`src/hw/rtl/source_text_tokenizer_defines.svh`:
```
// Assertion helpers for the tokenizer RTL, included by stt_queue.
`ifndef SOURCE_TEXT_TOKENIZER_DEFINES_SVH
`define SOURCE_TEXT_TOKENIZER_DEFINES_SVH

// Check outside reset.
`define STT_ASSERT(lbl, prop, msg) \
   lbl: assert property (@(posedge clock) disable iff (reset) prop) else $error(msg);

// Check at every edge, reset included.
`define STT_ASSERT_ALWAYS(lbl, prop, msg) \
   lbl: assert property (@(posedge clock) prop) else $error(msg);

`endif

```
`src/hw/rtl/stt_pkg.sv`:
```
package stt_pkg;

   localparam int unsigned MAX_RECS    = 6;
   localparam int unsigned QUEUE_DEPTH = 2;
   localparam int unsigned KW_COUNT    = 11;

   typedef enum logic [1:0] {
      REC_VALUE = 2'd0,
      REC_END   = 2'd1,
      REC_DIAG  = 2'd2
   } stt_rec_kind_type;

   // Token kinds
   localparam logic [5:0] TK_EOF     = 6'd0;
   localparam logic [5:0] TK_INT     = 6'd1;
   localparam logic [5:0] TK_FLOAT   = 6'd2;
   localparam logic [5:0] TK_IDENT   = 6'd3;
   localparam logic [5:0] TK_KW_BASE = 6'd4;
   localparam logic [5:0] TK_STRING  = 6'd15;
   localparam logic [5:0] TK_CHAR    = 6'd16;
   localparam logic [5:0] TK_LPAREN  = 6'd17;
   localparam logic [5:0] TK_RPAREN  = 6'd18;
   localparam logic [5:0] TK_LBRACK  = 6'd19;
   localparam logic [5:0] TK_RBRACK  = 6'd20;
   localparam logic [5:0] TK_LBRACE  = 6'd21;
   localparam logic [5:0] TK_RBRACE  = 6'd22;
   localparam logic [5:0] TK_COLON   = 6'd23;
   localparam logic [5:0] TK_SEMI    = 6'd24;
   localparam logic [5:0] TK_COMMA   = 6'd25;
   localparam logic [5:0] TK_DOT     = 6'd26;
   localparam logic [5:0] TK_PLUS    = 6'd27;
   localparam logic [5:0] TK_MINUS   = 6'd28;
   localparam logic [5:0] TK_ARROW   = 6'd29;
   localparam logic [5:0] TK_STAR    = 6'd30;
   localparam logic [5:0] TK_SLASH   = 6'd31;
   localparam logic [5:0] TK_PERCENT = 6'd32;
   localparam logic [5:0] TK_ASSIGN  = 6'd33;
   localparam logic [5:0] TK_EQ      = 6'd34;
   localparam logic [5:0] TK_GT      = 6'd35;
   localparam logic [5:0] TK_GE      = 6'd36;
   localparam logic [5:0] TK_LT      = 6'd37;
   localparam logic [5:0] TK_LE      = 6'd38;
   localparam logic [5:0] TK_NE      = 6'd39;

   // Diagnostic codes
   localparam logic [3:0] DG_NONE        = 4'd0;
   localparam logic [3:0] DG_OPEN_BLOCK  = 4'd1;
   localparam logic [3:0] DG_EXTRA_DOT   = 4'd2;
   localparam logic [3:0] DG_UNKNOWN     = 4'd3;
   localparam logic [3:0] DG_BAD_ESC_END = 4'd4;
   localparam logic [3:0] DG_OPEN_STRING = 4'd5;
   localparam logic [3:0] DG_LONG_CHAR   = 4'd6;
   localparam logic [3:0] DG_EMPTY_CHAR  = 4'd7;
   localparam logic [3:0] DG_OPEN_CHAR   = 4'd8;
   localparam logic [3:0] DG_NULL_ESC    = 4'd9;
   localparam logic [3:0] DG_UNKNOWN_ESC = 4'd10;

   // Characters
   localparam logic [7:0] CH_TAB    = 8'h09;
   localparam logic [7:0] CH_LF     = 8'h0a;
   localparam logic [7:0] CH_CR     = 8'h0d;
   localparam logic [7:0] CH_BS     = 8'h08;
   localparam logic [7:0] CH_SPACE  = 8'h20;
   localparam logic [7:0] CH_BANG   = 8'h21;
   localparam logic [7:0] CH_DQUOTE = 8'h22;
   localparam logic [7:0] CH_HASH   = 8'h23;
   localparam logic [7:0] CH_SQUOTE = 8'h27;
   localparam logic [7:0] CH_STAR   = 8'h2a;
   localparam logic [7:0] CH_MINUS  = 8'h2d;
   localparam logic [7:0] CH_DOT    = 8'h2e;
   localparam logic [7:0] CH_SLASH  = 8'h2f;
   localparam logic [7:0] CH_ZERO   = 8'h30;
   localparam logic [7:0] CH_NINE   = 8'h39;
   localparam logic [7:0] CH_LT     = 8'h3c;
   localparam logic [7:0] CH_EQ     = 8'h3d;
   localparam logic [7:0] CH_GT     = 8'h3e;
   localparam logic [7:0] CH_UPPER_A = 8'h41;
   localparam logic [7:0] CH_UPPER_Z = 8'h5a;
   localparam logic [7:0] CH_BSLASH = 8'h5c;
   localparam logic [7:0] CH_UNDER  = 8'h5f;
   localparam logic [7:0] CH_LOWER_A = 8'h61;
   localparam logic [7:0] CH_LOWER_B = 8'h62;
   localparam logic [7:0] CH_LOWER_N = 8'h6e;
   localparam logic [7:0] CH_LOWER_R = 8'h72;
   localparam logic [7:0] CH_LOWER_T = 8'h74;
   localparam logic [7:0] CH_LOWER_Z = 8'h7a;

   // Keywords, right-justified text and length
   localparam logic [63:0] KW_TEXT [KW_COUNT] = '{
      64'("var"), 64'("function"), 64'("void"), 64'("print"), 64'("println"),
      64'("exit"), 64'("return"), 64'("true"), 64'("false"), 64'("if"), 64'("else")
   };
   localparam logic [3:0] KW_LEN [KW_COUNT] = '{
      4'd3, 4'd8, 4'd4, 4'd5, 4'd7, 4'd4, 4'd6, 4'd4, 4'd5, 4'd2, 4'd4
   };

   typedef struct packed {
      stt_rec_kind_type rtype;
      logic [5:0]       kind;
      logic [7:0]       val;
      logic [3:0]       diag;
   } stt_rec_type;

   typedef struct packed {
      logic [2:0]                 count;
      stt_rec_type [MAX_RECS-1:0] rec;
   } stt_bundle_type;

   function automatic stt_bundle_type add_rec(input stt_bundle_type b,
                                              input stt_rec_kind_type t,
                                              input logic [5:0] k,
                                              input logic [7:0] v,
                                              input logic [3:0] d);
      stt_bundle_type r;
      r = b;
      r.rec[r.count] = '{rtype: t, kind: k, val: v, diag: d};
      r.count = r.count + 3'd1;
      return r;
   endfunction

   function automatic logic is_digit(input logic [7:0] c);
      return (c >= CH_ZERO) && (c <= CH_NINE);
   endfunction

   function automatic logic is_alpha(input logic [7:0] c);
      return ((c >= CH_LOWER_A) && (c <= CH_LOWER_Z)) ||
             ((c >= CH_UPPER_A) && (c <= CH_UPPER_Z));
   endfunction

   function automatic logic is_space(input logic [7:0] c);
      return (c == CH_SPACE) || ((c >= CH_TAB) && (c <= CH_CR));
   endfunction

   function automatic logic [5:0] single_kind(input logic [7:0] c);
      logic [5:0] k;
      case (c)
         8'h28:   k = TK_LPAREN;
         8'h29:   k = TK_RPAREN;
         8'h5b:   k = TK_LBRACK;
         8'h5d:   k = TK_RBRACK;
         8'h7b:   k = TK_LBRACE;
         8'h7d:   k = TK_RBRACE;
         8'h3a:   k = TK_COLON;
         8'h3b:   k = TK_SEMI;
         8'h2c:   k = TK_COMMA;
         CH_DOT:  k = TK_DOT;
         8'h2b:   k = TK_PLUS;
         CH_STAR: k = TK_STAR;
         8'h25:   k = TK_PERCENT;
         default: k = TK_EOF;
      endcase
      return k;
   endfunction

   // Drop keywords that no longer match after byte c at position pos.
   function automatic logic [KW_COUNT-1:0] kw_match(input logic [KW_COUNT-1:0] alive,
                                                    input logic [3:0] pos,
                                                    input logic [7:0] c);
      logic [KW_COUNT-1:0] r;
      int unsigned         sh;
      r = alive;
      for (int k = 0; k < KW_COUNT; k++) begin
         if (pos >= KW_LEN[k]) begin
            r[k] = 1'b0;
         end else begin
            sh = 8 * (int'(KW_LEN[k]) - 1 - int'(pos));
            if (KW_TEXT[k][sh +: 8] != c) r[k] = 1'b0;
         end
      end
      return r;
   endfunction

   function automatic logic [5:0] kw_kind(input logic [KW_COUNT-1:0] alive,
                                          input logic [3:0] len);
      logic [5:0] kind;
      kind = TK_IDENT;
      for (int k = 0; k < KW_COUNT; k++) begin
         if (alive[k] && (KW_LEN[k] == len)) kind = TK_KW_BASE + 6'(k);
      end
      return kind;
   endfunction

   function automatic logic [7:0] esc_value(input logic [7:0] c);
      logic [7:0] v;
      case (c)
         CH_LOWER_N: v = CH_LF;
         CH_LOWER_R: v = CH_CR;
         CH_LOWER_T: v = CH_TAB;
         CH_LOWER_B: v = CH_BS;
         default:    v = c;
      endcase
      return v;
   endfunction

   // Close a string or char literal: warnings, errors, then the token end.
   function automatic stt_bundle_type add_finish(input stt_bundle_type b,
                                                 input logic is_chr,
                                                 input logic [1:0] len,
                                                 input logic esc,
                                                 input logic closed);
      stt_bundle_type r;
      r = b;
      if (is_chr) begin
         if (len > 2'd1) r = add_rec(r, REC_DIAG, TK_EOF, 8'd0, DG_LONG_CHAR);
         if (len == 2'd0) r = add_rec(r, REC_DIAG, TK_EOF, 8'd0, DG_EMPTY_CHAR);
         if (esc) r = add_rec(r, REC_DIAG, TK_EOF, 8'd0, DG_BAD_ESC_END);
         if (!closed) r = add_rec(r, REC_DIAG, TK_EOF, 8'd0, DG_OPEN_CHAR);
         r = add_rec(r, REC_END, TK_CHAR, 8'd0, DG_NONE);
      end else begin
         if (esc) r = add_rec(r, REC_DIAG, TK_EOF, 8'd0, DG_BAD_ESC_END);
         if (!closed) r = add_rec(r, REC_DIAG, TK_EOF, 8'd0, DG_OPEN_STRING);
         r = add_rec(r, REC_END, TK_STRING, 8'd0, DG_NONE);
      end
      return r;
   endfunction

   // Resolve a held operator as a single-byte token, or flag a lone '!' as unknown.
   function automatic stt_bundle_type add_held_alone(input stt_bundle_type b,
                                                     input logic [7:0] h);
      stt_bundle_type r;
      r = b;
      case (h)
         CH_SLASH: begin
            r = add_rec(r, REC_VALUE, TK_EOF, h, DG_NONE);
            r = add_rec(r, REC_END, TK_SLASH, 8'd0, DG_NONE);
         end
         CH_MINUS: begin
            r = add_rec(r, REC_VALUE, TK_EOF, h, DG_NONE);
            r = add_rec(r, REC_END, TK_MINUS, 8'd0, DG_NONE);
         end
         CH_BANG: r = add_rec(r, REC_DIAG, TK_EOF, 8'd0, DG_UNKNOWN);
         CH_EQ: begin
            r = add_rec(r, REC_VALUE, TK_EOF, h, DG_NONE);
            r = add_rec(r, REC_END, TK_ASSIGN, 8'd0, DG_NONE);
         end
         CH_GT: begin
            r = add_rec(r, REC_VALUE, TK_EOF, h, DG_NONE);
            r = add_rec(r, REC_END, TK_GT, 8'd0, DG_NONE);
         end
         CH_LT: begin
            r = add_rec(r, REC_VALUE, TK_EOF, h, DG_NONE);
            r = add_rec(r, REC_END, TK_LT, 8'd0, DG_NONE);
         end
         default: r = b;
      endcase
      return r;
   endfunction

endpackage

```
`src/hw/rtl/stt_if.sv`:
```
interface stt_req_if;
   logic       valid;
   logic       ready;
   logic [7:0] text_byte;
   logic       end_of_source;

   modport source (output valid, output text_byte, output end_of_source, input ready);
   modport sink (input valid, input text_byte, input end_of_source, output ready);
endinterface

interface stt_rsp_if #(parameter int LINE_BITS = 24);
   logic                 valid;
   logic                 ready;
   logic [1:0]           record_type;
   logic [5:0]           token_kind;
   logic [7:0]           value_byte;
   logic [LINE_BITS-1:0] line_count;
   logic [3:0]           diag_code;
   logic                 last_of_run;

   modport source (output valid, output record_type, output token_kind, output value_byte,
                   output line_count, output diag_code, output last_of_run, input ready);
   modport sink (input valid, input record_type, input token_kind, input value_byte,
                 input line_count, input diag_code, input last_of_run, output ready);
endinterface

```
`src/hw/rtl/stt_front.sv`:
```
module stt_front #(
   parameter int LINE_BITS = 24
) (
   input  logic                   clock,
   input  logic                   reset,
   stt_req_if.sink                req,
   output logic                   push,
   output stt_pkg::stt_bundle_type push_bundle,
   output logic [LINE_BITS-1:0]   push_line,
   input  logic                   full
);

   typedef enum logic [8:0] {
      M_IDLE  = 9'b000000001,
      M_HASH  = 9'b000000010,
      M_BLOCK = 9'b000000100,
      M_BSTAR = 9'b000001000,
      M_NUM   = 9'b000010000,
      M_WORD  = 9'b000100000,
      M_STR   = 9'b001000000,
      M_CHR   = 9'b010000000,
      M_HELD  = 9'b100000000
   } stt_mode_type;

   localparam logic [LINE_BITS-1:0] LINE_ONE = LINE_BITS'(1);
   localparam logic [LINE_BITS-1:0] LINE_MAX = '1;

   stt_mode_type                      mode_ff, mode_in;
   logic [7:0]                        held_ff, held_in;
   logic                              esc_ff, esc_in;
   logic                              dot_ff, dot_in;
   logic [stt_pkg::KW_COUNT-1:0]      alive_ff, alive_in;
   logic [3:0]                        wpos_ff, wpos_in;
   logic [1:0]                        litlen_ff, litlen_in;
   logic [LINE_BITS-1:0]              line_ff, line_in;
   stt_pkg::stt_bundle_type           bnd;
   logic                              to_idle;
   logic                              bump;
   logic                              accept;
   logic                              is_chr;
   logic [7:0]                        c;

   assign c           = req.text_byte;
   assign req.ready   = !full;
   assign accept      = req.valid && req.ready;
   assign push        = accept && (bnd.count != 3'd0);
   assign push_bundle = bnd;
   assign push_line   = line_ff;
   assign is_chr      = (mode_ff == M_CHR);

   always_comb begin
      mode_in   = mode_ff;
      held_in   = held_ff;
      esc_in    = esc_ff;
      dot_in    = dot_ff;
      alive_in  = alive_ff;
      wpos_in   = wpos_ff;
      litlen_in = litlen_ff;
      line_in   = line_ff;
      bnd       = '0;
      to_idle   = 1'b0;
      bump      = 1'b0;
      if (req.end_of_source) begin
         unique case (mode_ff)
            M_BLOCK, M_BSTAR: bnd = stt_pkg::add_rec(bnd, stt_pkg::REC_DIAG, stt_pkg::TK_EOF,
                                                     8'd0, stt_pkg::DG_OPEN_BLOCK);
            M_NUM: bnd = stt_pkg::add_rec(bnd, stt_pkg::REC_END,
                                          dot_ff ? stt_pkg::TK_FLOAT : stt_pkg::TK_INT,
                                          8'd0, stt_pkg::DG_NONE);
            M_WORD: bnd = stt_pkg::add_rec(bnd, stt_pkg::REC_END,
                                           stt_pkg::kw_kind(alive_ff, wpos_ff),
                                           8'd0, stt_pkg::DG_NONE);
            M_STR, M_CHR: bnd = stt_pkg::add_finish(bnd, is_chr, litlen_ff, esc_ff, 1'b0);
            M_HELD: bnd = stt_pkg::add_held_alone(bnd, held_ff);
            default: bnd = '0;
         endcase
         bnd       = stt_pkg::add_rec(bnd, stt_pkg::REC_END, stt_pkg::TK_EOF, 8'd0,
                                      stt_pkg::DG_NONE);
         // start the next source from scratch
         mode_in   = M_IDLE;
         held_in   = 8'd0;
         esc_in    = 1'b0;
         dot_in    = 1'b0;
         alive_in  = '1;
         wpos_in   = 4'd0;
         litlen_in = 2'd0;
         line_in   = LINE_ONE;
      end else begin
         unique case (mode_ff)
            M_HASH: to_idle = (c == stt_pkg::CH_LF);
            M_BLOCK: begin
               if (c == stt_pkg::CH_STAR) mode_in = M_BSTAR;
               else bump = (c == stt_pkg::CH_LF);
            end
            M_BSTAR: begin
               if (c == stt_pkg::CH_SLASH) begin
                  mode_in = M_IDLE;
               end else if (c != stt_pkg::CH_STAR) begin
                  mode_in = M_BLOCK;
                  bump    = (c == stt_pkg::CH_LF);
               end
            end
            M_NUM: begin
               if (stt_pkg::is_digit(c)) begin
                  bnd = stt_pkg::add_rec(bnd, stt_pkg::REC_VALUE, stt_pkg::TK_EOF, c,
                                         stt_pkg::DG_NONE);
               end else if (c == stt_pkg::CH_DOT) begin
                  if (dot_ff) bnd = stt_pkg::add_rec(bnd, stt_pkg::REC_DIAG, stt_pkg::TK_EOF,
                                                     8'd0, stt_pkg::DG_EXTRA_DOT);
                  dot_in = 1'b1;
                  bnd = stt_pkg::add_rec(bnd, stt_pkg::REC_VALUE, stt_pkg::TK_EOF, c,
                                         stt_pkg::DG_NONE);
               end else begin
                  bnd = stt_pkg::add_rec(bnd, stt_pkg::REC_END,
                                         dot_ff ? stt_pkg::TK_FLOAT : stt_pkg::TK_INT,
                                         8'd0, stt_pkg::DG_NONE);
                  dot_in  = 1'b0;
                  to_idle = 1'b1;
               end
            end
            M_WORD: begin
               if (stt_pkg::is_alpha(c) || stt_pkg::is_digit(c) || c == stt_pkg::CH_UNDER) begin
                  alive_in = stt_pkg::kw_match(alive_ff, wpos_ff, c);
                  if (wpos_ff != 4'd15) wpos_in = wpos_ff + 4'd1;
                  bnd = stt_pkg::add_rec(bnd, stt_pkg::REC_VALUE, stt_pkg::TK_EOF, c,
                                         stt_pkg::DG_NONE);
               end else begin
                  bnd = stt_pkg::add_rec(bnd, stt_pkg::REC_END,
                                         stt_pkg::kw_kind(alive_ff, wpos_ff),
                                         8'd0, stt_pkg::DG_NONE);
                  to_idle = 1'b1;
               end
            end
            M_STR, M_CHR: begin
               if (c == stt_pkg::CH_LF) begin
                  bnd       = stt_pkg::add_finish(bnd, is_chr, litlen_ff, esc_ff, 1'b0);
                  esc_in    = 1'b0;
                  litlen_in = 2'd0;
                  to_idle   = 1'b1;
               end else if (esc_ff) begin
                  esc_in = 1'b0;
                  case (c) inside
                     stt_pkg::CH_LOWER_N, stt_pkg::CH_LOWER_R, stt_pkg::CH_LOWER_T,
                     stt_pkg::CH_LOWER_B, stt_pkg::CH_BSLASH, stt_pkg::CH_DQUOTE,
                     stt_pkg::CH_SQUOTE: bnd = bnd;
                     stt_pkg::CH_ZERO: bnd = stt_pkg::add_rec(bnd, stt_pkg::REC_DIAG,
                                                              stt_pkg::TK_EOF, 8'd0,
                                                              stt_pkg::DG_NULL_ESC);
                     default: bnd = stt_pkg::add_rec(bnd, stt_pkg::REC_DIAG, stt_pkg::TK_EOF,
                                                     8'd0, stt_pkg::DG_UNKNOWN_ESC);
                  endcase
                  bnd = stt_pkg::add_rec(bnd, stt_pkg::REC_VALUE, stt_pkg::TK_EOF,
                                         stt_pkg::esc_value(c), stt_pkg::DG_NONE);
                  if (is_chr && litlen_ff != 2'd2) litlen_in = litlen_ff + 2'd1;
               end else if (c == (is_chr ? stt_pkg::CH_SQUOTE : stt_pkg::CH_DQUOTE)) begin
                  bnd       = stt_pkg::add_finish(bnd, is_chr, litlen_ff, esc_ff, 1'b1);
                  litlen_in = 2'd0;
                  mode_in   = M_IDLE;
               end else if (c == stt_pkg::CH_BSLASH) begin
                  esc_in = 1'b1;
               end else begin
                  bnd = stt_pkg::add_rec(bnd, stt_pkg::REC_VALUE, stt_pkg::TK_EOF, c,
                                         stt_pkg::DG_NONE);
                  if (is_chr && litlen_ff != 2'd2) litlen_in = litlen_ff + 2'd1;
               end
               if (c == stt_pkg::CH_LF) mode_in = M_IDLE;
            end
            M_HELD: begin
               held_in = 8'd0;
               mode_in = M_IDLE;
               if (held_ff == stt_pkg::CH_SLASH && c == stt_pkg::CH_STAR) begin
                  mode_in = M_BLOCK;
               end else if (held_ff == stt_pkg::CH_MINUS && c == stt_pkg::CH_GT) begin
                  bnd = stt_pkg::add_rec(bnd, stt_pkg::REC_VALUE, stt_pkg::TK_EOF, held_ff,
                                         stt_pkg::DG_NONE);
                  bnd = stt_pkg::add_rec(bnd, stt_pkg::REC_VALUE, stt_pkg::TK_EOF, c,
                                         stt_pkg::DG_NONE);
                  bnd = stt_pkg::add_rec(bnd, stt_pkg::REC_END, stt_pkg::TK_ARROW, 8'd0,
                                         stt_pkg::DG_NONE);
               end else if (c == stt_pkg::CH_EQ && (held_ff == stt_pkg::CH_BANG ||
                            held_ff == stt_pkg::CH_EQ || held_ff == stt_pkg::CH_GT ||
                            held_ff == stt_pkg::CH_LT)) begin
                  bnd = stt_pkg::add_rec(bnd, stt_pkg::REC_VALUE, stt_pkg::TK_EOF, held_ff,
                                         stt_pkg::DG_NONE);
                  bnd = stt_pkg::add_rec(bnd, stt_pkg::REC_VALUE, stt_pkg::TK_EOF, c,
                                         stt_pkg::DG_NONE);
                  case (held_ff)
                     stt_pkg::CH_BANG: bnd = stt_pkg::add_rec(bnd, stt_pkg::REC_END,
                                                              stt_pkg::TK_NE, 8'd0,
                                                              stt_pkg::DG_NONE);
                     stt_pkg::CH_EQ: bnd = stt_pkg::add_rec(bnd, stt_pkg::REC_END,
                                                            stt_pkg::TK_EQ, 8'd0,
                                                            stt_pkg::DG_NONE);
                     stt_pkg::CH_GT: bnd = stt_pkg::add_rec(bnd, stt_pkg::REC_END,
                                                            stt_pkg::TK_GE, 8'd0,
                                                            stt_pkg::DG_NONE);
                     default: bnd = stt_pkg::add_rec(bnd, stt_pkg::REC_END,
                                                     stt_pkg::TK_LE, 8'd0, stt_pkg::DG_NONE);
                  endcase
               end else begin
                  bnd     = stt_pkg::add_held_alone(bnd, held_ff);
                  to_idle = 1'b1;
               end
            end
            default: to_idle = 1'b1;
         endcase

         // reprocess the byte as the start of a new token
         if (to_idle) begin
            mode_in = M_IDLE;
            if (c == stt_pkg::CH_HASH) begin
               mode_in = M_HASH;
            end else if (stt_pkg::is_space(c)) begin
               bump = (c == stt_pkg::CH_LF);
            end else if (stt_pkg::is_digit(c)) begin
               mode_in = M_NUM;
               dot_in  = 1'b0;
               bnd = stt_pkg::add_rec(bnd, stt_pkg::REC_VALUE, stt_pkg::TK_EOF, c,
                                      stt_pkg::DG_NONE);
            end else if (stt_pkg::is_alpha(c) || c == stt_pkg::CH_UNDER) begin
               mode_in  = M_WORD;
               alive_in = stt_pkg::kw_match('1, 4'd0, c);
               wpos_in  = 4'd1;
               bnd = stt_pkg::add_rec(bnd, stt_pkg::REC_VALUE, stt_pkg::TK_EOF, c,
                                      stt_pkg::DG_NONE);
            end else if (c == stt_pkg::CH_DQUOTE) begin
               mode_in = M_STR;
               esc_in  = 1'b0;
            end else if (c == stt_pkg::CH_SQUOTE) begin
               mode_in   = M_CHR;
               esc_in    = 1'b0;
               litlen_in = 2'd0;
            end else if (c == stt_pkg::CH_SLASH || c == stt_pkg::CH_MINUS ||
                         c == stt_pkg::CH_EQ || c == stt_pkg::CH_LT ||
                         c == stt_pkg::CH_GT || c == stt_pkg::CH_BANG) begin
               mode_in = M_HELD;
               held_in = c;
            end else if (stt_pkg::single_kind(c) != stt_pkg::TK_EOF) begin
               bnd = stt_pkg::add_rec(bnd, stt_pkg::REC_VALUE, stt_pkg::TK_EOF, c,
                                      stt_pkg::DG_NONE);
               bnd = stt_pkg::add_rec(bnd, stt_pkg::REC_END, stt_pkg::single_kind(c),
                                      8'd0, stt_pkg::DG_NONE);
            end else begin
               bnd = stt_pkg::add_rec(bnd, stt_pkg::REC_DIAG, stt_pkg::TK_EOF, 8'd0,
                                      stt_pkg::DG_UNKNOWN);
            end
         end

         // saturate the line count
         if (bump && line_ff != LINE_MAX) line_in = line_ff + LINE_ONE;
      end
   end

   always_ff @(posedge clock) begin
      if (reset) begin
         mode_ff   <= M_IDLE;
         held_ff   <= 8'd0;
         esc_ff    <= 1'b0;
         dot_ff    <= 1'b0;
         alive_ff  <= '1;
         wpos_ff   <= 4'd0;
         litlen_ff <= 2'd0;
         line_ff   <= LINE_ONE;
      end else if (accept) begin
         mode_ff   <= mode_in;
         held_ff   <= held_in;
         esc_ff    <= esc_in;
         dot_ff    <= dot_in;
         alive_ff  <= alive_in;
         wpos_ff   <= wpos_in;
         litlen_ff <= litlen_in;
         line_ff   <= line_in;
      end
   end

endmodule

```
`src/hw/rtl/stt_queue.sv`:
```
`include "source_text_tokenizer_defines.svh"

module stt_queue #(
   parameter int LINE_BITS = 24
) (
   input  logic                    clock,
   input  logic                    reset,
   input  logic                    push,
   input  stt_pkg::stt_bundle_type push_bundle,
   input  logic [LINE_BITS-1:0]    push_line,
   output logic                    full,
   input  logic                    pop,
   output stt_pkg::stt_bundle_type head_bundle,
   output logic [LINE_BITS-1:0]    head_line,
   output logic                    empty
);

   localparam int unsigned DEPTH    = stt_pkg::QUEUE_DEPTH;
   localparam int unsigned PTR_BITS = (DEPTH > 1) ? $clog2(DEPTH) : 1;
   localparam int unsigned CNT_BITS = $clog2(DEPTH + 1);
   localparam logic [PTR_BITS-1:0] PTR_LAST = PTR_BITS'(DEPTH - 1);
   localparam logic [CNT_BITS-1:0] CNT_FULL = CNT_BITS'(DEPTH);

   stt_pkg::stt_bundle_type bundle_ff [DEPTH];
   logic [LINE_BITS-1:0]    line_ff [DEPTH];
   logic [PTR_BITS-1:0]     wr_ff, wr_in;
   logic [PTR_BITS-1:0]     rd_ff, rd_in;
   logic [CNT_BITS-1:0]     count_ff, count_in;

   assign full        = (count_ff == CNT_FULL);
   assign empty       = (count_ff == '0);
   assign head_bundle = bundle_ff[rd_ff];
   assign head_line   = line_ff[rd_ff];

   always_comb begin
      wr_in    = wr_ff;
      rd_in    = rd_ff;
      count_in = count_ff;
      if (push) wr_in = (wr_ff == PTR_LAST) ? '0 : wr_ff + PTR_BITS'(1);
      if (pop) rd_in = (rd_ff == PTR_LAST) ? '0 : rd_ff + PTR_BITS'(1);
      if (push && !pop) count_in = count_ff + CNT_BITS'(1);
      if (pop && !push) count_in = count_ff - CNT_BITS'(1);
   end

   always_ff @(posedge clock) begin
      if (reset) begin
         wr_ff    <= '0;
         rd_ff    <= '0;
         count_ff <= '0;
      end else begin
         wr_ff    <= wr_in;
         rd_ff    <= rd_in;
         count_ff <= count_in;
      end
   end

   always_ff @(posedge clock) begin
      if (push) begin
         bundle_ff[wr_ff] <= push_bundle;
         line_ff[wr_ff]   <= push_line;
      end
   end

   `STT_ASSERT(a_no_overflow, push |-> !full, "bundle pushed into full queue")
   `STT_ASSERT(a_no_underflow, pop |-> !empty, "bundle popped from empty queue")
   `STT_ASSERT(a_push_nonempty, push |-> (push_bundle.count != 3'd0), "empty bundle queued")
   `STT_ASSERT_ALWAYS(a_reset_empty, reset |=> empty, "queue not empty after reset")

endmodule

```
`src/hw/rtl/stt_back.sv`:
```
module stt_back #(
   parameter int LINE_BITS = 24
) (
   input  logic                    clock,
   input  logic                    reset,
   input  stt_pkg::stt_bundle_type head_bundle,
   input  logic [LINE_BITS-1:0]    head_line,
   input  logic                    empty,
   output logic                    pop,
   stt_rsp_if.source               rsp
);

   logic [2:0]           idx_ff, idx_in;
   stt_pkg::stt_rec_type rec;
   logic                 last;
   logic                 beat;

   assign rec  = head_bundle.rec[idx_ff];
   assign last = (idx_ff == head_bundle.count - 3'd1);
   assign beat = rsp.valid && rsp.ready;
   assign pop  = beat && last;

   assign rsp.valid       = !empty;
   assign rsp.record_type = rec.rtype;
   assign rsp.token_kind  = rec.kind;
   assign rsp.value_byte  = rec.val;
   assign rsp.diag_code   = rec.diag;
   assign rsp.line_count  = head_line;
   assign rsp.last_of_run = last;

   // advance through the bundle one record per beat
   always_comb begin
      idx_in = idx_ff;
      if (beat) idx_in = last ? 3'd0 : idx_ff + 3'd1;
   end

   always_ff @(posedge clock) begin
      if (reset) idx_ff <= 3'd0;
      else idx_ff <= idx_in;
   end

endmodule

```
`src/hw/rtl/source_text_tokenizer.sv`:
```
// Streaming source-text tokenizer.
// req_chan carries one source byte per beat (text_byte), or an end-of-source
// beat (end_of_source = 1) that closes the open token and yields the eof token.
// rsp_chan carries one record per beat: token value bytes, token-end records
// with the kind, and diagnostics; last_of_run marks the final record of a byte.
// Each accepted byte is classified combinationally and its records (none up to six)
// are placed as a bundle into a two-entry queue; the back end drains one record
// per cycle while the receiver is ready. Records are registered in the queue
// before rsp_chan shows them. Bytes are accepted one per cycle while the queue
// has room; the drain rate of the record port is what sets this pace.
// Reset clears the lexer state, sets the line count to one and empties the
// queue. When the receiver stalls, records wait in the queue; req_chan.ready
// drops once both queue entries are taken and rises again as a bundle drains.
module source_text_tokenizer #(
   parameter int LINE_BITS = 24
) (
   input  logic      clock,
   input  logic      reset,
   stt_req_if.sink   req_chan,
   stt_rsp_if.source rsp_chan
);

   logic                    push;
   logic                    pop;
   logic                    full;
   logic                    empty;
   stt_pkg::stt_bundle_type push_bundle;
   stt_pkg::stt_bundle_type head_bundle;
   logic [LINE_BITS-1:0]    push_line;
   logic [LINE_BITS-1:0]    head_line;

   stt_front #(.LINE_BITS(LINE_BITS)) u_front (
      .clock       (clock),
      .reset       (reset),
      .req         (req_chan),
      .push        (push),
      .push_bundle (push_bundle),
      .push_line   (push_line),
      .full        (full)
   );

   stt_queue #(.LINE_BITS(LINE_BITS)) u_queue (
      .clock       (clock),
      .reset       (reset),
      .push        (push),
      .push_bundle (push_bundle),
      .push_line   (push_line),
      .full        (full),
      .pop         (pop),
      .head_bundle (head_bundle),
      .head_line   (head_line),
      .empty       (empty)
   );

   stt_back #(.LINE_BITS(LINE_BITS)) u_back (
      .clock       (clock),
      .reset       (reset),
      .head_bundle (head_bundle),
      .head_line   (head_line),
      .empty       (empty),
      .pop         (pop),
      .rsp         (rsp_chan)
   );

endmodule

```
`src/flat_wrapper.sv`:
```
// flat-port wrapper written by rule: the top's interface ports become plain ports
module source_text_tokenizer_flat 
#(
   parameter int LINE_BITS = 24
)
  (clock, reset, req_chan_valid, req_chan_text_byte, req_chan_end_of_source, req_chan_ready, rsp_chan_valid, rsp_chan_record_type, rsp_chan_token_kind, rsp_chan_value_byte, rsp_chan_line_count, rsp_chan_diag_code, rsp_chan_last_of_run, rsp_chan_ready);
  stt_req_if req_chan_i ();
  stt_rsp_if #(.LINE_BITS(LINE_BITS)) rsp_chan_i ();
  input  logic clock;
  input  logic reset;
  input wire logic [$bits(req_chan_i.valid)-1:0] req_chan_valid;
  input wire logic [$bits(req_chan_i.text_byte)-1:0] req_chan_text_byte;
  input wire logic [$bits(req_chan_i.end_of_source)-1:0] req_chan_end_of_source;
  output wire logic [$bits(req_chan_i.ready)-1:0] req_chan_ready;
  output wire logic [$bits(rsp_chan_i.valid)-1:0] rsp_chan_valid;
  output wire logic [$bits(rsp_chan_i.record_type)-1:0] rsp_chan_record_type;
  output wire logic [$bits(rsp_chan_i.token_kind)-1:0] rsp_chan_token_kind;
  output wire logic [$bits(rsp_chan_i.value_byte)-1:0] rsp_chan_value_byte;
  output wire logic [$bits(rsp_chan_i.line_count)-1:0] rsp_chan_line_count;
  output wire logic [$bits(rsp_chan_i.diag_code)-1:0] rsp_chan_diag_code;
  output wire logic [$bits(rsp_chan_i.last_of_run)-1:0] rsp_chan_last_of_run;
  input wire logic [$bits(rsp_chan_i.ready)-1:0] rsp_chan_ready;
  assign req_chan_i.valid = req_chan_valid;
  assign req_chan_i.text_byte = req_chan_text_byte;
  assign req_chan_i.end_of_source = req_chan_end_of_source;
  assign req_chan_ready = req_chan_i.ready;
  assign rsp_chan_valid = rsp_chan_i.valid;
  assign rsp_chan_record_type = rsp_chan_i.record_type;
  assign rsp_chan_token_kind = rsp_chan_i.token_kind;
  assign rsp_chan_value_byte = rsp_chan_i.value_byte;
  assign rsp_chan_line_count = rsp_chan_i.line_count;
  assign rsp_chan_diag_code = rsp_chan_i.diag_code;
  assign rsp_chan_last_of_run = rsp_chan_i.last_of_run;
  assign rsp_chan_i.ready = rsp_chan_ready;
  source_text_tokenizer #(.LINE_BITS(LINE_BITS)) u_core (.clock(clock), .reset(reset), .req_chan(req_chan_i), .rsp_chan(rsp_chan_i));
endmodule
```
`config.mk`:
```
export PLATFORM = sky130hd
export DESIGN_NAME = source_text_tokenizer_flat
export DESIGN_NICKNAME = d
export VERILOG_FILES = /design/src/hw/rtl/stt_pkg.sv /design/src/hw/rtl/stt_if.sv /design/src/hw/rtl/stt_front.sv /design/src/hw/rtl/stt_queue.sv /design/src/hw/rtl/stt_back.sv /design/src/hw/rtl/source_text_tokenizer.sv /design/src/flat_wrapper.sv
export VERILOG_INCLUDE_DIRS = /design/src /design/src/hw/rtl
export SDC_FILE = /design/constraint.sdc
export NUM_CORES = 1
export LEC_CHECK = 0
export BUFFER_PORTS_ARGS = -buffer_cell sky130_fd_sc_hd__buf_4
export CORE_AREA = 5 5 285 287
export CTS_CLUSTER_DIAMETER = 150
export CTS_CLUSTER_SIZE = 12
export DETAILED_ROUTE_END_ITERATION = 8
export DIE_AREA = 0 0 290 292
export GPL_ROUTABILITY_DRIVEN = 0
export PLACE_DENSITY = 0.45
export SETUP_SLACK_MARGIN = 0.3
export SLEW_MARGIN = 30
export SYNTH_ARGS = -nofsm -noshare
export SYNTH_HDL_FRONTEND = slang
export SYNTH_SLANG_ARGS = --single-unit
```
`constraint.sdc`:
```
create_clock -name clock -period 26.8 [get_ports clock]
set_clock_uncertainty 0.05 [all_clocks]
set_input_delay 2.68 -clock clock [delete_from_list [all_inputs] [get_ports clock]]
set_output_delay 2.68 -clock clock [all_outputs]
set_load 0.1 [all_outputs]
```
# --- Yosys cells after proc, flatten, opt, wreduce, memory -nomap -nowiden ---
# Memory sizes are Yosys's and may differ from the RTL's. A register that Yosys moved wholly into a read port is not among the register bits.
# Cells that the tools add are included.
# Widths: inputs -> output; s select.
word_totals:
  reg_bits: 67
  latchBits: 0
  ramBits: 294
  mem_bits_ro: 0
  inputBits: 13
  out_inout_bits: 47
  elab_cells: 651
  memories: 2
classes:
  add_sub_neg: 36
  n_mul: 0
  n_div: 0
  order_cmp: 57
  eq_ne: 81
  n_shift: 11
  mux: 326
  bitwise: 51
  n_reduce_logical: 75
mem_list:
  columns: ["memory", "depth", "width", "rd", "rd_clocked_by_memory_dff", "write_ports", "line", "source"]
  rows:
  - ["u_core.u_queue.bundle_ff", 2, 123, 1, 1, 1, "stt_queue.sv:24", "stt_pkg::stt_bundle_type bundle_ff [DEPTH];"]
  - ["u_core.u_queue.line_ff", 2, 24, 1, 1, 1, "stt_queue.sv:25", "logic [LINE_BITS-1:0] line_ff [DEPTH];"]
op_table:
  columns: ["operator", "count"]
  rows:
  - ["$mux 123", 93]
  - ["$demux 20 s3", 20]
  - ["$and 108x108->108", 7]
  - ["$not 108->108", 7]
  - ["$pmux 122 s6", 1]
  - ["$shiftx 64x33->8 const A", 11]
  - ["$pmux 123 s5", 1]
  - ["$mux 121", 5]
  - ["$pmux 123 s4", 1]
  - ["$bwmux 120", 4]
  - ["$mux 20", 21]
  - ["$and 102x102->102", 3]
  - ["$not 102->102", 3]
  - ["$and 96x96->96", 3]
  - ["$not 96->96", 3]
  - ["$and 90x90->90", 3]
  - ["$not 90->90", 3]
  - ["$eq 8x6->1 const B", 26]
  - ["$mux 6", 28]
  - ["$pmux 55 s3", 1]
  - ["$mux 9", 15]
  - ["$and 114x114->114", 1]
  - ["$not 114->114", 1]
  - ["$mux 8", 14]
  - ["other kinds (74)", 362]

# --- Longest topological paths before layout ---
# Gate-level depths: netlist of the first run.
logic_depth:
  word_depth: 69
  ltp_mapped: 23
  depth_no_buf: 22

# --- By module ---
# Synthesis of the first run repeated with hierarchy kept, for this count alone.
hier_totals:
  hier_cells: 2007
  area_unflattened_um2: 21195.3
by_module_without_submodules:
  columns: ["module", "instances", "cells_per_inst", "area_each_um2", "seq_area_each_um2"]
  rows:
  - ["stt_queue", 1, 479, 10801.6, 8928.6]
  - ["stt_front", 1, 1382, 9004.9, 1201.2]
  - ["stt_back", 1, 146, 1388.8, 60.1]

# --- Worst setup path before layout of the first run ---
# No wires, ideal clock.
synth_timing:
  kind: "input to register"
  start: "input port req_chan_text_byte[4]"
  end: "memory u_core.u_queue.bundle_ff[0][0] in the netlist's numbering, enable pin"
  setup_ns: 0.659
  arrival_ns: 11.951
  t_required_ns: 26.091
  setup_slack_ns: 14.140
  cell_stages: 16
  n_path_buf: 3
  path_cell_list: "buf_2 nor4b_4 and3_1 nand3_1 a221o_1 a211oi_2 buf_2 ha_1 clkbuf_1 and2_1 a32oi_1 o311ai_0 a22oi_1 a211oi_2 a21oi_1 nor2b_1"
synth_between:
  elab_chain_len: 28
  elab_cells_between_ends: 110
  cone_classes: "add/sub: 3; order compare: 8; eq/ne: 31; mux: 47; reduce/logical: 21"
synth_lines:
  columns: ["element", "line", "source"]
  rows:
  - ["from (decl)", "flat_wrapper.sv:12", "input wire logic [$bits(req_chan_i.text_byte)-1:0] req_chan_text_byte;"]
  - ["$eq 8x7->1, or another cell as far along", null, null]
  - ["$reduce_or 7->1", "stt_front.sv:142", "case (c) inside"]
  - ["$mux 121", "stt_front.sv:142", null]
  - ["$mux 123", "stt_front.sv:140", "end else if (esc_ff) begin"]
  - ["$mux 123", "stt_front.sv:135", "if (c == stt_pkg::CH_LF) begin"]
  - ["$mux 123", "stt_front.sv:89", "unique case (mode_ff)"]
  - ["$mux 123", "stt_front.sv:63", "if (req.end_of_source) begin"]
  - ["$add 3x1->3", "stt_pkg.sv:117", "r.count = r.count + 3'd1;"]
  - ["[... 12 more ...]", null, null]
  - ["$mux 123", "stt_front.sv:213", "end else if (stt_pkg::is_space(c)) begin"]
  - ["$mux 123", "stt_front.sv:211", "if (c == stt_pkg::CH_HASH) begin"]
  - ["$mux 123 *", "stt_front.sv:209", "if (to_idle) begin"]
  - ["$mux 123 *", "stt_front.sv:63", null]
  - ["$reduce_bool 3->1 *", "stt_front.sv:46", "assign push = accept && (bnd.count != 3'd0);"]
  - ["$logic_and 1x1->1 *", "stt_front.sv:46", null]
  - ["$mux 1 *", "stt_queue.sv:58", "if (push) begin"]
  - ["$mux 1 (not written as such) *", "stt_queue.sv:59", "bundle_ff[wr_ff] <= push_bundle;"]
  - ["to (decl)", "stt_queue.sv:24", null]
# Every way passes the cells marked *; elsewhere a longest branch is shown, timed or not. The select of a mux whose other input is x is not followed.

# --- Worst setup path in the final report of the first run ---
layout_timing:
  start: "input port req_chan_text_byte[4]"
  end: "memory u_core.u_queue.bundle_ff[1][69] in the netlist's numbering, enable pin"
# The elaborated chain is that of the path after synthesis.

==> flow_summary_export.csv, run 1 <==
group,metric,value,unit
pwr,peakVddDrop,0.0378,mV
route,drc_errors,0,
logic_synthesis,synth_compound_area_share,14.9,%
route,drt_pass1_iterations,8,
sta,max_clock_freq,0.108,GHz
floorplanning,core,78400,um^2
sta,relSlewSlack,27.4,%
logic_synthesis,ys_async_sr_fraction,0,%
logic_synthesis,synth_ff_type,"edfxtp_1",
cells_and_area,num_antenna_cells,0,
logic_synthesis,syn_inst,1837,
global_routing,overflow,0,
worst_setup_path,r2r-start,"u_core.u_front.mode_ff[1]",
worst_setup_path,endpoint_kind,"flop",
worst_setup_path,cpMostUsedCell,"buf_4",
worst_setup_path,slowest_stage,"buf_4",
global_routing,grt_pass1_wl,95.0,mm
placed_design,hpwl,43.5,mm
clock_tree,post_cts_buffers,0,
worst_setup_path,crit_chain,"buf_4 > nor4_1 > nand2_1 > nand2_1 > a21oi_1 > a211oi_2 > ha_1 > and2_1 > a32oi_1 > o311ai_0 > a22oi_1 > a211oi_2 > a21oi_1 > and2_4 > buf_4 > buf_4",
logic_synthesis,synth_edf_count,282,
placed_design,dp_slack,16.99,ns
worst_setup_path,required,26.93,ns
logic_synthesis,synth_top_area_share,43.6,%
global_routing,grt_pass1_vias,15000,
sta,rsz0062_at_grt,"no",
run,max_cap_viol_count,0,
cells_and_area,drive_gt1_share,12.4,%
logic_synthesis,ys_types,96,
worst_setup_path,arrival,9.42,ns
hold_path,hold_start,"u_core.u_front.alive_ff[5]",
worst_setup_path,path_max_fanout,60,
route,antenna_left,0,
cells_and_area,nFillCells,8218,
logic_synthesis,synthMuxAreaShare,9.36,%
cells_and_area,fin_cells,2949,
floorplanning,dieArea,84700,um^2
sta,setup_violations,0,
cells_and_area,synthToLayoutAreaGrowth,13.5,%
logic_synthesis,ys_ff_latch,350,
hold_path,min_path_cells,2,
worst_setup_path,r2r_setup_slack,19.13,ns
clock_tree,cts_buffers,35,
logic_synthesis,synth_warnings,0,
logic_synthesis,yosysTopAreaCell,"edfxtp_1",
floorplanning,die_y,292,um
worst_setup_path,reg2reg_to,"u_core.u_queue.bundle_ff[1][69]",
worst_setup_path,worst-r2r-cell-count,17,
route,drt_iter0_drc,1562,
clock_tree,cts.htree.levels,2,
logic_synthesis,syn_area,19400,um^2
sta,whs,0.397,ns
logic_synthesis,synth_fa_ha_area_share,1.79,%
logic_synthesis,synthTopCellsByArea,"edfxtp_1 (44%), dfxtp_1 (7.0%), mux4_2 (6.6%)",
route,via_count,15300,
sta,min_period_over_period,34.7,%
global_routing,antenna_found_initial,2,
route,vias_per_cell,5.18,
cells_and_area,final_common_cell,"edfxtp_1",
logic_synthesis,synth_top_family_by_area,"simple AND/OR/NAND/NOR gates",
hold_path,worstHoldPathType,"flop to flop",
floorplanning,initial_utilization,24.8,%
pwr,p_per_area,62.4,nW/um^2
status,run_status,"finished, final reports clean",
sta,worst_slew_pin_slew,1.08,ns
pwr,p_leak,0.00734,uW
worst_setup_path,critPathCapture,"u_core.u_queue.bundle_ff[1][69]",
clock_tree,cts_root_buf,"clkbuf_16",
logic_synthesis,synth_xor_area_share,2.46,%
sta,fin_setup_tns,0,ns
clock_tree,cts_tree,"built",
clock_tree,holdBufCountCts,0,
clock_tree,clk_latency,0.55,ns
clock_tree,cts.clk_slew.worst_paths,0.06,ns
sta,worst_slack,17.51,ns
placed_design,dp.cells,2894,
clock_tree,clock_path_buffers,3,
sta,hold_viol_final,0,
cells_and_area,nNetsFinal,1921,
floorplanning,die_x,290,um
worst_setup_path,worstSetupPathType,"input port to flop",
sta,fin_crit,9.29,ns
floorplanning,ios,60,
logic_synthesis,avgSynthCellArea,10.6,um^2
route,wire_per_inst,21.0,um
placed_design,numPortBuffers,59,
route,wirelength,62.0,mm
worst_setup_path,setup.worst_path.start,"req_chan_text_byte[4]",
logic_synthesis,synth-simple-area-share,17.1,%
sta,final_max_slew_viol_count,0,
global_routing,grt_usage,14.1,%
cells_and_area,final_cell_mix,"edfxtp_1 (282), nor2_1 (167), nand2_1 (159)",
worst_setup_path,slowest_delay,0.75,ns
clock_tree,cts_repair_resize_count,0,
clock_tree,cts.sink_count,350,
worst_setup_path,crit_path_start_kind,"input port",
logic_synthesis,yosysSeqAreaShare,50.7,%
global_routing,grt_max_degree,65,
floorplanning,rows,103,
worst min path at each step:
stage | endpoint | slack, ns
4_1_cts | u_core.u_front.alive_ff[5] | 0.40
2_1_floorplan | u_core.u_front.alive_ff[5] | 0.36
3_5_place_dp | u_core.u_front.alive_ff[5] | 0.39
6_report | u_core.u_front.alive_ff[5] | 0.40
3_3_place_gp | u_core.u_front.alive_ff[5] | 0.38
5_1_grt | u_core.u_front.alive_ff[5] | 0.42
synth_stat cells (all sizes together) (26+ instances only):
master  count
nand4      26
nor2      168
xor2       28
inv        46
nand3      62
and3       26
buf        39
o22ai      35
edfxtp    282
nor3       64
dfxtp      68
mux4       57
ha         27
clkbuf     95
nand2     159
o21ai     108
and2       29
a21oi     125
registers in the layout, indices dropped and copies added (netlist names), named ones only:
name                      flops
u_core.u_back.idx_ff          3
u_core.u_front.alive_ff      11
u_core.u_front.dot_ff         1
u_core.u_front.esc_ff         1
u_core.u_front.held_ff        8
u_core.u_front.litlen_ff      2
u_core.u_front.mode_ff        9
u_core.u_front.push_line     24
u_core.u_front.wpos_ff        4
u_core.u_queue.bundle_ff    234
u_core.u_queue.count_ff       2
u_core.u_queue.line_ff       48
u_core.u_queue.rd_ff          1
u_core.u_queue.wr_ff          1
per-layer routing:
metal	GRT usage, %	part of all wire (%)	vias up
met4	4.77	3.3	2
met5	0	0.015	-
li1	-	-	7004
met2	22.8	47	559
met3	2.31	6.1	145
met1	19.3	44	7557
per-stage QoR:
step	util, %	power, uW	area (um^2)
after global placement	26.8	939	21000
final	28.1	1370	22000
after detailed placement	26.8	941	21000
after floorplan	-	875	19600
after global routing	28.1	1440	22000
after CTS	28.1	1400	22000
final cells by class:
type / count / area, um^2 / area share, %
repair buffers: 78 / 589 / 2.68
inverters: 48 / 180 / 0.818
clock inverters: 3 / 36.3 / 0.165
multi-input cells: 1368 / 9110 / 41.4
flip-flops and latches: 350 / 9830 / 44.6
clock buffers: 52 / 961 / 4.36
well taps: 1050 / 1310 / 5.96
kinds of logic after synthesis:
logic type                 Yosys count
adders and majority gates           28
DFF                                350
muxes                              107
and+or+nand+nor                    669
buffers and inverters              182
other                                1
xor gates and xnor gates            53
AOI/OAI and AO/OA                  447
where the power goes:
| group | switching, uW | internal (uW) |
|---|---|---|
| Combinational | 205 | 74.9 |
| Clock | 201 | 248 |
| Sequential | 12.7 | 632 |
| Total | 419 | 955 |
worst max-delay path: cells and delay by family:
kind | cells | cell delay (ns)
adder cells (fa/ha/maj) | 1 | 0.48
AO/OA/AOI/OAI | 7 | 1.92
AND/OR/NAND/NOR | 5 | 2.57
buffers and inverters | 3 | 1.64
Note: power is estimated with default switching activity, not from simulation.
==> inputs of run 2 (changes only) <==
clock period = 9.1 ns   (was 26.8 ns; I/O delays follow)
==> run 2 against run 1 <==
Net effect: critical path depth did not move; non-clock buffer count up 7; global-route usage about the same; die area is the same; sequential power grew to 2.9 times the previous value; clock power rose to 2.9 times the previous value; cell count up 0.24%; count of clock-buffer cells in the layout unchanged; sequential cell count unchanged; sequential share of layout area is 0.22 points lower; combinational power rose to 3.0 times the previous value; first-iteration DRC count fell by 2.8%; critical path type unchanged; highest routed layer is now met4.
==> flow_summary_export.csv, run 2 (synthesis results as in run 1) <==
group,metric,value,unit
global_routing,grt_usage,14.1,%
route,via_count,15300,
route,wire_per_inst,21.1,um
route,vias_per_cell,5.17,
placed_design,dp.cells,2900,
clock_tree,post_cts_buffers,0,
sta,setup_violations,0,
clock_tree,clock_path_buffers,3,
clock_tree,cts.htree.levels,2,
floorplanning,initial_utilization,24.8,%
route,wirelength,62.5,mm
global_routing,antenna_found_initial,0,
sta,fin_setup_tns,0,ns
cells_and_area,fin_cells,2956,
clock_tree,cts.clk_slew.worst_paths,0.05,ns
sta,worst_slew_pin_slew,1.00,ns
sta,max_clock_freq,0.155,GHz
sta,worst_slack,2.66,ns
worst_setup_path,required,9.28,ns
pwr,peakVddDrop,0.102,mV
cells_and_area,synthToLayoutAreaGrowth,14.1,%
global_routing,grt_pass1_vias,14900,
placed_design,place_area,21100,um^2
floorplanning,die_x,290,um
route,antenna_left,0,
pwr,p_per_area,183,nW/um^2
global_routing,grt_max_degree,95,
clock_tree,cts_tree,"built",
worst_setup_path,endpoint_kind,"flop",
cells_and_area,nNetsFinal,1928,
worst_setup_path,worstSetupPathType,"input port to flop",
global_routing,grt_pass1_wl,95.0,mm
cells_and_area,final_common_cell,"edfxtp_1",
global_routing,overflow,0,
clock_tree,cts_repair_resize_count,0,
cells_and_area,drive_gt1_share,12.7,%
sta,min_period_over_period,70.8,%
placed_design,numPortBuffers,59,
run,max_cap_viol_count,0,
cells_and_area,num_antenna_cells,0,
placed_design,hpwl,43.8,mm
worst_setup_path,path_max_fanout,44,
cells_and_area,nFillCells,8227,
cells_and_area,top_register,"u_core.u_queue.bundle_ff",
floorplanning,core,78400,um^2
placed_design,dp_slack,2.23,ns
clock_tree,cts.sink_count,350,
pwr,p_leak,0.00739,uW
floorplanning,dieArea,84700,um^2
clock_tree,holdBufCountCts,0,
sta,final_max_slew_viol_count,0,
cells_and_area,post-route-util,28.3,%
sta,relSlewSlack,32.8,%
floorplanning,die_y,292,um
clock_tree,cts_buffers,35,
sta,hold_viol_final,0,
sta,rsz0062_at_grt,"no",
route,drt_pass1_iterations,6,
worst_setup_path,arrival,6.62,ns
cells_and_area,final_cell_mix,"edfxtp_1 (282), nor2_1 (167), nand2_1 (159)",
clock_tree,clk_latency,0.55,ns
cells_and_area,final_area,22100,um^2
floorplanning,ios,60,
floorplanning,rows,103,
clock_tree,cts_root_buf,"clkbuf_16",
hold_path,worstHoldPathType,"flop to flop",
cells_and_area,largest_reg_flops,234,
worst_setup_path,crit_path_start_kind,"input port",
sta,fin_crit,6.44,ns
route,drc_errors,0,
route,drt_iter0_drc,1519,
status,run_status,"finished, final reports clean",
run 2: where the power goes:
group	switching (uW)	total [uW]	internal, uW
logic	610	840	230
clock network	588	1320	731
registers	32.5	1890	1860
total	1230	4050	2820
run 2: area by class of cell:
class	count	area, um^2	area share, %
flip-flops and latches	350	9830	44.4
clock buffers	52	961	4.34
clock inverters	3	36.3	0.164
well taps	1050	1310	5.93
multi-input cells	1368	9120	41.2
inverters	48	180	0.814
repair buffers	85	691	3.12
run 2: path summary, 6_finish.rpt:
| path | startpoint | cells after the start | slack, ns | end |
|---|---|---|---|---|
| setup / recovery | req_chan_text_byte[4] | 16 | 2.66 | u_core.u_queue.bundle_ff[1][12] |
| hold / removal | u_core.u_front.alive_ff[5] | 2 | 0.39 | u_core.u_front.alive_ff[5] |
| setup reg to reg | u_core.u_front.mode_ff[1] | 17 | 2.84 | u_core.u_queue.bundle_ff[1][12] |
| hold reg to reg | u_core.u_front.alive_ff[5] | 2 | 0.39 | u_core.u_front.alive_ff[5] |
run 2: worst max-delay path, stage by stage:
cell      delay [ns]
buf_4           0.24
nor4_1          0.69
nand2_1         0.65
nand2_1         0.46
a21oi_1         0.14
a211oi_2        0.74
ha_1            0.48
and2_1          0.19
a32oi_1         0.17
o311ai_0        0.15
a22oi_1         0.29
a211oi_2        0.11
a21oi_1         0.27
and2_4          0.45
buf_16          0.29
buf_4           0.29
run 2: stage by stage:
step                      power, uW  hold slack, ns
after global placement         2770           0.384
final                          4050           0.392
after CTS                      4120           0.398
after detailed placement       2780           0.390
after global routing           4230           0.418
after floorplan                2570           0.365
run 2: layer usage:
metal / wire length [um] / track usage [%] / vias up / share of wire (%)
met4: 1890 / 4.57 / 0 / 3.0
met1: 27600 / 19.4 / 7491 / 44
li1: - / - / 7047 / -
met2: 29000 / 22.7 / 603 / 46
met5: 0 / 0 / - / 0
met3: 4000 / 2.37 / 136 / 6.4
